## src/hdl/ptd_pkg.sv

```systemverilog
// package: widths, band factors and helper functions of the pid unit
`timescale 1ns / 1ps
`default_nettype none
package ptd_pkg;
    localparam int GainWidth   = 24;
    localparam int LimitWidth  = 15;
    localparam int TolWidth    = 12;
    localparam int OutWidth    = 16;
    localparam int DefSampleWidth = 16;
    localparam int NumBands    = 6;
    // serial multiplier width: operands and product
    localparam int MulAWidth   = 24;
    localparam int MulBWidth   = 40;
    localparam int MulPWidth   = 64;

    // configuration register indexes
    typedef enum logic [2:0] {
        REG_KP   = 3'd0,
        REG_KI   = 3'd1,
        REG_KD   = 3'd2,
        REG_OLIM = 3'd3,
        REG_ILIM = 3'd4,
        REG_TOL  = 3'd5
    } reg_idx_t;

    // damping factors, Q0.8
    function automatic logic [7:0] band_factor(input logic [2:0] k);
        logic [7:0] f;
        begin
            case (k)
                3'd0: f = 8'd90;
                3'd1: f = 8'd115;
                3'd2: f = 8'd154;
                3'd3: f = 8'd192;
                3'd4: f = 8'd218;
                3'd5: f = 8'd243;
                default: f = 8'd0;
            endcase
            return f;
        end
    endfunction

    // multiplier request and response
    typedef struct packed {
        logic                 start;
        logic [MulAWidth-1:0] a;
        logic [MulBWidth-1:0] b;
    } mul_req_t;

    typedef struct packed {
        logic                 done;
        logic [MulPWidth-1:0] prod;
    } mul_rsp_t;
endpackage
`default_nettype wire

```

## src/hdl/ptd_serial_mul.sv

```systemverilog
// bit-serial shift-add multiplier, one multiplier bit per cycle
`timescale 1ns / 1ps
`default_nettype none
module ptd_serial_mul
    import ptd_pkg::*;
(
    input  wire logic     clk,
    input  wire logic     rst_n,
    input  wire mul_req_t req,
    output mul_rsp_t      rsp
);
    localparam int CntWidth = $clog2(MulAWidth + 1);

    logic [MulPWidth-1:0] acc_reg, acc_next;
    logic [MulPWidth-1:0] mcand_reg, mcand_next;
    logic [MulAWidth-1:0] mplier_reg, mplier_next;
    logic [CntWidth-1:0]  cnt_reg, cnt_next;
    logic                 busy_reg, busy_next;
    logic                 done_reg, done_next;

    // shift-add step
    always_comb
    begin
        acc_next    = acc_reg;
        mcand_next  = mcand_reg;
        mplier_next = mplier_reg;
        cnt_next    = cnt_reg;
        busy_next   = busy_reg;
        done_next   = 1'b0;
        if (req.start)
        begin
            acc_next    = '0;
            mcand_next  = {{(MulPWidth-MulBWidth){1'b0}}, req.b};
            mplier_next = req.a;
            cnt_next    = CntWidth'(MulAWidth);
            busy_next   = 1'b1;
        end
        else if (busy_reg)
        begin
            if (mplier_reg[0])
                acc_next = acc_reg + mcand_reg;
            mcand_next  = mcand_reg << 1;
            mplier_next = mplier_reg >> 1;
            cnt_next    = cnt_reg - 1'b1;
            if (cnt_reg == CntWidth'(1))
            begin
                busy_next = 1'b0;
                done_next = 1'b1;
            end
        end
    end

    always_ff @(posedge clk or negedge rst_n)
    begin
        if (!rst_n)
        begin
            cnt_reg  <= '0;
            busy_reg <= 1'b0;
            done_reg <= 1'b0;
        end
        else
        begin
            cnt_reg  <= cnt_next;
            busy_reg <= busy_next;
            done_reg <= done_next;
        end
    end

    always_ff @(posedge clk)
    begin
        acc_reg    <= acc_next;
        mcand_reg  <= mcand_next;
        mplier_reg <= mplier_next;
    end

    assign rsp.done = done_reg;
    assign rsp.prod = acc_reg;
endmodule
`default_nettype wire

```

## src/hdl/ptd_div10.sv

```systemverilog
// restoring divider by ten, one quotient bit per cycle
`timescale 1ns / 1ps
`default_nettype none
module ptd_div10
    import ptd_pkg::*;
(
    input  wire logic                 clk,
    input  wire logic                 rst_n,
    input  wire logic                 start,
    input  wire logic [MulPWidth-1:0] dividend,
    output logic                      done,
    output logic [MulPWidth-1:0]      quotient
);
    localparam int CntWidth = $clog2(MulPWidth + 1);

    logic [MulPWidth-1:0] quo_reg, quo_next;
    logic [4:0]           rem_reg, rem_next;
    logic [CntWidth-1:0]  cnt_reg, cnt_next;
    logic                 busy_reg, busy_next;
    logic                 done_reg, done_next;
    logic [4:0]           trial;

    // shift in one dividend bit, subtract ten where it fits
    always_comb
    begin
        quo_next  = quo_reg;
        rem_next  = rem_reg;
        cnt_next  = cnt_reg;
        busy_next = busy_reg;
        done_next = 1'b0;
        trial     = {rem_reg[3:0], quo_reg[MulPWidth-1]};
        if (start)
        begin
            quo_next  = dividend;
            rem_next  = '0;
            cnt_next  = CntWidth'(MulPWidth);
            busy_next = 1'b1;
        end
        else if (busy_reg)
        begin
            if (trial >= 5'd10)
            begin
                rem_next = trial - 5'd10;
                quo_next = {quo_reg[MulPWidth-2:0], 1'b1};
            end
            else
            begin
                rem_next = trial;
                quo_next = {quo_reg[MulPWidth-2:0], 1'b0};
            end
            cnt_next = cnt_reg - 1'b1;
            if (cnt_reg == CntWidth'(1))
            begin
                busy_next = 1'b0;
                done_next = 1'b1;
            end
        end
    end

    always_ff @(posedge clk or negedge rst_n)
    begin
        if (!rst_n)
        begin
            cnt_reg  <= '0;
            busy_reg <= 1'b0;
            done_reg <= 1'b0;
        end
        else
        begin
            cnt_reg  <= cnt_next;
            busy_reg <= busy_next;
            done_reg <= done_next;
        end
    end

    always_ff @(posedge clk)
    begin
        quo_reg <= quo_next;
        rem_reg <= rem_next;
    end

    assign done     = done_reg;
    assign quotient = quo_reg;
endmodule
`default_nettype wire

```

## src/hdl/pid_tolerance_damped_unit.sv

```systemverilog
// Top level of the pid unit with soft knee, band-damped derivative and clamps.
// One item at a time: a new item is accepted only after the previous result is taken.
// Each item takes four serial products, six when a damping band hits, and a divide by ten
// when the error magnitude is past the knee.
// Reset clears gains, limits, tolerance, previous error and integral to zero.
`timescale 1ns / 1ps
`default_nettype none
module pid_tolerance_damped_unit
    import ptd_pkg::*;
#(
    parameter int SAMPLE_WIDTH = DefSampleWidth
)
(
    input  wire logic                  clk,
    input  wire logic                  rst_n,
    input  wire logic                  cfg_we,
    input  wire logic [2:0]            cfg_index,
    input  wire logic [GainWidth-1:0]  cfg_data,
    input  wire logic                  s_tvalid,
    output logic                       s_tready,
    // target_value [15:0], feedback_value [31:16]
    input  wire logic [31:0]           s_tdata,
    output logic                       m_tvalid,
    input  wire logic                  m_tready,
    // control_output [15:0]
    output logic [15:0]                m_tdata
);
    localparam int EW = SAMPLE_WIDTH + 1;
    localparam int DW = SAMPLE_WIDTH + 2;
    localparam int W  = 64;
    localparam int FW = 16;
    localparam int TW = (SAMPLE_WIDTH < FW) ? SAMPLE_WIDTH : FW;

    typedef enum logic [10:0] {
        ST_IDLE  = 11'b00000000001,
        ST_PK    = 11'b00000000010,
        ST_PE    = 11'b00000000100,
        ST_DIV   = 11'b00000001000,
        ST_IM    = 11'b00000010000,
        ST_DM    = 11'b00000100000,
        ST_DHI   = 11'b00001000000,
        ST_DLO   = 11'b00010000000,
        ST_SUM   = 11'b00100000000,
        ST_OUT   = 11'b01000000000,
        ST_ISS   = 11'b10000000000
    } state_t;

    state_t state_reg, state_next;

    logic [GainWidth-1:0]  kp_reg, ki_reg, kd_reg;
    logic [LimitWidth-1:0] olim_reg, ilim_reg;
    logic [TolWidth-1:0]   tol_reg;
    logic signed [EW-1:0]  prev_reg, e_reg;
    logic signed [W-1:0]   acc_reg;
    logic signed [DW-1:0]  dd_reg;
    logic [W-1:0]          pm_reg, t_reg, dmag_reg;
    logic [2:0]            band_reg;
    logic                  band_hit_reg;
    logic [15:0]           out_reg;
    logic                  out_valid_reg;

    mul_req_t mreq;
    mul_rsp_t mrsp;
    logic     div_start, div_done;
    logic [W-1:0] div_q;

    ptd_serial_mul u_mul (.clk(clk), .rst_n(rst_n), .req(mreq), .rsp(mrsp));
    ptd_div10 u_div (.clk(clk), .rst_n(rst_n), .start(div_start),
        .dividend(mrsp.prod), .done(div_done), .quotient(div_q));

    logic signed [SAMPLE_WIDTH-1:0] tgt, fbk;
    logic signed [EW-1:0] e_in;
    logic [EW-1:0]  em;
    logic [DW-1:0]  dm;
    logic [TolWidth+5:0] knee;
    logic [W-1:0]   prod;
    logic signed [W-1:0] iacc, ilim, sum, olim, pterm, dterm;
    logic           band_hit;
    logic [2:0]     band_sel;

    assign tgt  = SAMPLE_WIDTH'(s_tdata[TW-1:0]);
    assign fbk  = SAMPLE_WIDTH'(s_tdata[FW +: TW]);
    assign e_in = EW'(tgt) - EW'(fbk);
    assign em   = e_reg[EW-1] ? EW'(-e_reg) : EW'(e_reg);
    assign dm   = dd_reg[DW-1] ? DW'(-dd_reg) : DW'(dd_reg);
    assign knee = (TolWidth+6)'(tol_reg) * 6'd50;
    assign prod = mrsp.prod;
    assign ilim = W'({ilim_reg, 16'd0});
    assign olim = W'({olim_reg, 12'd0});
    assign pterm = e_reg[EW-1] ? -$signed(pm_reg) : $signed(pm_reg);
    assign dterm = dd_reg[DW-1] ? -$signed(dmag_reg) : $signed(dmag_reg);
    assign sum   = pterm + (acc_reg / 64'sd16) + dterm;
    assign iacc  = e_reg[EW-1] ? acc_reg - $signed(prod) : acc_reg + $signed(prod);

    // first damping band that holds the error change
    always_comb
    begin
        band_hit = 1'b0;
        band_sel = 3'd0;
        for (int k = NumBands - 1; k >= 0; k--)
            if (W'(dm) < (W'(tol_reg) << k))
            begin
                band_hit = 1'b1;
                band_sel = 3'(k);
            end
    end

    // configuration writes
    always_ff @(posedge clk or negedge rst_n)
    begin
        if (!rst_n)
        begin
            kp_reg <= '0; ki_reg <= '0; kd_reg <= '0;
            olim_reg <= '0; ilim_reg <= '0; tol_reg <= '0;
        end
        else if (cfg_we)
        begin
            case (cfg_index)
                REG_KP:   kp_reg   <= cfg_data;
                REG_KI:   ki_reg   <= cfg_data;
                REG_KD:   kd_reg   <= cfg_data;
                REG_OLIM: olim_reg <= cfg_data[LimitWidth-1:0];
                REG_ILIM: ilim_reg <= cfg_data[LimitWidth-1:0];
                REG_TOL:  tol_reg  <= cfg_data[TolWidth-1:0];
                default: ;
            endcase
        end
    end

    // sequencer: multiplier requests and result steps
    always_comb
    begin
        state_next = state_reg;
        mreq       = '0;
        div_start  = 1'b0;
        case (state_reg)
            ST_IDLE: if (s_tvalid && s_tready) state_next = ST_ISS;
            ST_ISS:
            begin
                // kp * knee first
                mreq.start = 1'b1;
                mreq.a = kp_reg;
                mreq.b = MulBWidth'(knee);
                state_next = ST_PK;
            end
            ST_PK: if (mrsp.done)
            begin
                mreq.start = 1'b1;
                mreq.a = kp_reg;
                mreq.b = (W'(em) > W'(knee)) ? MulBWidth'(W'(em) - W'(knee))
                                             : MulBWidth'(em);
                state_next = ST_PE;
            end
            ST_PE: if (mrsp.done)
            begin
                if (W'(em) > W'(knee))
                begin
                    div_start = 1'b1;
                    state_next = ST_DIV;
                end
                else
                begin
                    mreq.start = 1'b1;
                    mreq.a = ki_reg;
                    mreq.b = MulBWidth'({em, 4'd0});
                    state_next = ST_IM;
                end
            end
            ST_DIV: if (div_done)
            begin
                mreq.start = 1'b1;
                mreq.a = ki_reg;
                mreq.b = MulBWidth'({em, 4'd0});
                state_next = ST_IM;
            end
            ST_IM: if (mrsp.done)
            begin
                mreq.start = 1'b1;
                mreq.a = kd_reg;
                mreq.b = MulBWidth'(dm);
                state_next = ST_DM;
            end
            ST_DM: if (mrsp.done)
            begin
                if (band_hit_reg)
                begin
                    mreq.start = 1'b1;
                    mreq.a = MulAWidth'(band_factor(band_reg));
                    mreq.b = MulBWidth'(prod >> 8);
                    state_next = ST_DHI;
                end
                else
                    state_next = ST_SUM;
            end
            ST_DHI: if (mrsp.done)
            begin
                mreq.start = 1'b1;
                mreq.a = MulAWidth'(band_factor(band_reg));
                mreq.b = MulBWidth'(dmag_reg[7:0]);
                state_next = ST_DLO;
            end
            ST_DLO: if (mrsp.done) state_next = ST_SUM;
            ST_SUM: state_next = ST_OUT;
            ST_OUT: if (!out_valid_reg) state_next = ST_IDLE;
            default: state_next = ST_IDLE;
        endcase
    end

    always_ff @(posedge clk or negedge rst_n)
    begin
        if (!rst_n)
        begin
            state_reg <= ST_IDLE;
            prev_reg <= '0;
            acc_reg <= '0;
            out_valid_reg <= 1'b0;
        end
        else
        begin
            state_reg <= state_next;
            if (out_valid_reg && m_tready)
                out_valid_reg <= 1'b0;
            case (state_reg)
                ST_IM: if (mrsp.done)
                begin
                    if (iacc > ilim) acc_reg <= ilim;
                    else if (iacc < -ilim) acc_reg <= -ilim;
                    else acc_reg <= iacc;
                end
                ST_SUM:
                begin
                    prev_reg <= e_reg;
                    out_valid_reg <= 1'b1;
                end
                default: ;
            endcase
        end
    end

    // datapath registers
    always_ff @(posedge clk)
    begin
        case (state_reg)
            ST_IDLE: if (s_tvalid && s_tready)
            begin
                e_reg  <= e_in;
                dd_reg <= DW'(e_in) - DW'(prev_reg);
            end
            ST_ISS:
            begin
                band_hit_reg <= band_hit;
                band_reg <= band_sel;
            end
            ST_PK: if (mrsp.done) t_reg <= prod;
            ST_PE: if (mrsp.done)
            begin
                if (W'(em) > W'(knee))
                begin
                    pm_reg <= t_reg;
                    t_reg <= prod;
                end
                else
                    pm_reg <= prod;
            end
            ST_DIV: if (div_done) pm_reg <= pm_reg + div_q;
            ST_DM: if (mrsp.done) dmag_reg <= prod;
            ST_DHI: if (mrsp.done) t_reg <= prod;
            ST_DLO: if (mrsp.done) dmag_reg <= t_reg + (prod >> 8);
            ST_SUM:
            begin
                if (sum > olim) out_reg <= 16'(olim / 64'sd4096);
                else if (sum < -olim) out_reg <= 16'((-olim) / 64'sd4096);
                else out_reg <= 16'(sum / 64'sd4096);
            end
            default: ;
        endcase
    end

    assign s_tready = (state_reg == ST_IDLE) && !out_valid_reg;
    assign m_tvalid = out_valid_reg;
    assign m_tdata  = out_reg;
endmodule
`default_nettype wire

```

## config.mk

```make
export PLATFORM = sky130hd
export DESIGN_NAME = pid_tolerance_damped_unit
export DESIGN_NICKNAME = d
export VERILOG_FILES = /design/src/hdl/ptd_pkg.sv /design/src/hdl/ptd_serial_mul.sv /design/src/hdl/ptd_div10.sv /design/src/hdl/pid_tolerance_damped_unit.sv
export SDC_FILE = /design/constraint.sdc
export NUM_CORES = 2
export LEC_CHECK = 0
export ABC_AREA = 1
export BUFFER_PORTS_ARGS = -buffer_cell sky130_fd_sc_hd__buf_2
export CORE_MARGIN = 5
export CORE_UTILIZATION = 25
export DETAILED_ROUTE_END_ITERATION = 16
export SETUP_SLACK_MARGIN = 0.2
export SLEW_MARGIN = 5
export SYNTH_ARGS = -nofsm -noshare
export SYNTH_HDL_FRONTEND = slang
export SYNTH_SLANG_ARGS = --single-unit
```

## constraint.sdc

```tcl
create_clock -name clk -period 24.3 [get_ports clk]
set_clock_uncertainty 0.15 [all_clocks]
set_input_delay 0 -clock clk [delete_from_list [all_inputs] [get_ports clk]]
set_output_delay 0 -clock clk [all_outputs]
set_load 0.01 [all_outputs]
```

==> flow_summary.json <==
{
  "startpoint_type": "register",
  "period_needed_ns": 9.04,
  "clock_latency_ns": 0.78,
  "min_from": "s_tdata[30]",
  "drtAntennaViolNets": 0,
  "synth_area_mm2": 0.0693,
  "cp_slowest_stage_delay_ns": 0.48,
  "place_inst": 14000,
  "syn_avg_cell_area_um2": 6.69,
  "ys_types": 74,
  "stdcell_count": 14300,
  "finalCritPeriodShare": 0.372,
  "synth_edf_count": 375,
  "grt_pass1_vias": 66100,
  "die_h_um": 536,
  "clkTransAtPathRegs_ns": 0.07,
  "worst_pin_slew_ns": 1.22,
  "r2r_start": "dmag_reg[0]$_DFFE_PP_",
  "drt_iter0_drc": 7277,
  "portBuffers": 81,
  "failed_checks": "DRC",
  "syn_inst": 10400,
  "hpwl_mm": 239,
  "syn-num-nets": 11100,
  "cts.sinks": 690,
  "firstDrtPassIters": 14,
  "wl_per_cell_um": 20.5,
  "async_flop_share": 0.323,
  "endpoint_kind": "register",
  "critPathMostFrequentCell": "nand2_1",
  "cts_buffers": 82,
  "setup_viol": 0,
  "synth.yosys.warnings": 0,
  "antenna_found_initial": 16,
  "clock_path_buffers": 3,
  "fin_nets": 11200,
  "critPathMaxFanout": 24,
  "cts_tree": "built",
  "post_cts_resized": 0,
  "finalWeightedCongestion": 1.05,
  "final_util": 0.283,
  "synth_top_area_share": 0.163,
  "synth_area_leaders": "edfxtp_1 (16%), nand2_1 (14%), ha_1 (11%)",
  "criticalPathCategory": "register to register",
  "grt_overflow": 0,
  "fin_tns_setup_ns": 0,
  "rsz0062_at_grt": "no",
  "wl_mm": 293,
  "leakagePower_nw": 37.2,
  "root_buffer": "clkbuf_16",
  "yosysSeqAreaShare": 0.270,
  "hold_viol": 0,
  "vias": 70400,
  "worstPathArrival_ns": 9.34,
  "rows": 193,
  "ys.flop_type": "edfxtp_1",
  "drive_above_1_share": 0.0457,
  "ir_drop_uv": 91.3,
  "start_util": 0.251,
  "drt_drc_violations_left": 2,
  "via_per_inst": 4.94,
  "grt_use_total": 0.196,
  "dieArea_mm2": 0.288,
  "fp.dieW_um": 536,
  "drv_cap": 0,
  "hp-class": "input pin to register",
  "syn2layout_area_growth_pct": 12.8,
  "synth_seq_cells": 690,
  "power_density_mw_per_mm2": 124,
  "cts_max_level": 3,
  "outcome": "finished, violations left",
  "io_pins": 82,
  "grt_first_pass_wirelength_mm": 427,
  "critPathLaunch": "dmag_reg[0]$_DFFE_PP_",
  "relSlewSlack": 0.179,
  "synth_top_cell_by_area": "edfxtp_1",
  "nFillCells": 30900,
  "coreArea_mm2": 0.276,
  "max_freq_mhz": 111,
  "cp_slowest_cell": "fa_1",
  "slew_violations": 0,
  "required_ns": 24.61,
  "grt_max_degree": 81
}
-- cells in the final DEF, fill, tap and decap left out, types with 222 or more instances in the layout --
| master | count |
|---|---|
| nor2_1 | 993 |
| edfxtp_1 | 375 |
| xor2_1 | 299 |
| nand2_1 | 2565 |
| dfrtp_1 | 222 |
| inv_1 | 1744 |
| nand3_1 | 488 |
| o21ai_0 | 735 |
| ha_1 | 609 |
| a21oi_1 | 768 |
-- worst max-delay path, delay by kind of cell, from the launching register on --
family / cells / cell delay, ns
adder cells (fa/ha/maj): 4 / 1.35
buffers and inverters: 7 / 0.83
flip-flops: 1 / 0.41
AND/OR/NAND/NOR: 31 / 5.24
XOR/XNOR: 1 / 0.17
AO/OA/AOI/OAI: 4 / 0.55
-- metal layers --
metal / track usage / share of wire / up-vias
li1: - / - / 34200
met4: 0.0786 / 0.047 / 14
met5: 0 / 0.00036 / -
met1: 0.268 / 0.44 / 32800
met3: 0.0329 / 0.087 / 512
met2: 0.305 / 0.43 / 2902
-- final cells by class --
cell class | count | area [µm²] | share of cell area
antenna | 2 | 5.00 | 0.0000641
clock buffer | 107 | 2230 | 0.0285
clock inverter | 46 | 673 | 0.00862
inverter | 1778 | 6670 | 0.0854
multi-input combinational | 7662 | 43100 | 0.551
sequential | 690 | 18700 | 0.239
tap | 3705 | 4640 | 0.0593
timing repair buffer | 278 | 2170 | 0.0277
-- synth_stat cells, types with 29 or more instances --
library cell,n
o211ai_1,53
inv_1,1745
edfxtp_1,375
dfxtp_1,92
a21o_1,37
clkbuf_1,151
fa_1,78
o21ai_0,735
dfrtp_1,222
o21a_1,31
nor4_1,72
xor2_1,299
nand3_1,489
nor3_1,149
nand4_1,121
o21ai_1,29
xnor2_1,119
a31oi_1,131
or2_2,54
buf_2,52
nand2_1,2571
ha_1,609
a21oi_1,768
nor2_1,997
-- per-stage QoR --
stage	power [mW]	setup slack [ns]	hold WS [ns]	cell area, µm²
after floorplan	6.06	14.43	-0.446	69300
after global placement	8.15	15.64	-0.175	74200
after detailed placement	8.17	15.46	-0.178	74200
after CTS	9.59	15.34	0.114	78100
after global routing	10.5	14.24	0.211	78100
final	9.69	15.26	0.149	78100
-- power by group --
group          switching [mW]  internal, mW  leakage, nW
combinational            4.50          2.01         28.6
clock                   0.584         0.777         1.41
sequential              0.228          1.59         7.18
-- timing repair --
| action | 4_1_cts | 5_1_grt |
|---|---|---|
| setup buffers | 0 | 0 |
| endpoints found under the hold margin | 340 | 0 |
| hold buffers | 102 | 0 |
-- kinds of logic after synthesis --
logic type / share of synthesized area
fa+ha+maj: 0.133
flops: 0.270
simple gates: 0.274
compound gates: 0.160
xor+xnor: 0.0528
mux: 0.000433
buf+inv: 0.110
-- path summary, 6_finish.rpt --
path / to / slack [ns] / cells past startpoint
worst max-delay path: m_tdata[9]$_DFFE_PP_ / 15.26 / 47
max in group asynchronous: ilim_reg[11]$_DFFE_PN0P_ / 21.94 / 5
worst max register to register: m_tdata[9]$_DFFE_PP_ / 15.26 / 47
min in group asynchronous: prev_reg[8]$_DFFE_PN0P_ / 0.31 / 4
worst min register to register: u_mul.mcand_reg[51]$_SDFFE_PP0P_ / 0.33 / 2
worst min-delay path: dd_reg[17]$_DFFE_PP_ / 0.15 / 9
(Power assumes the default switching activity.)
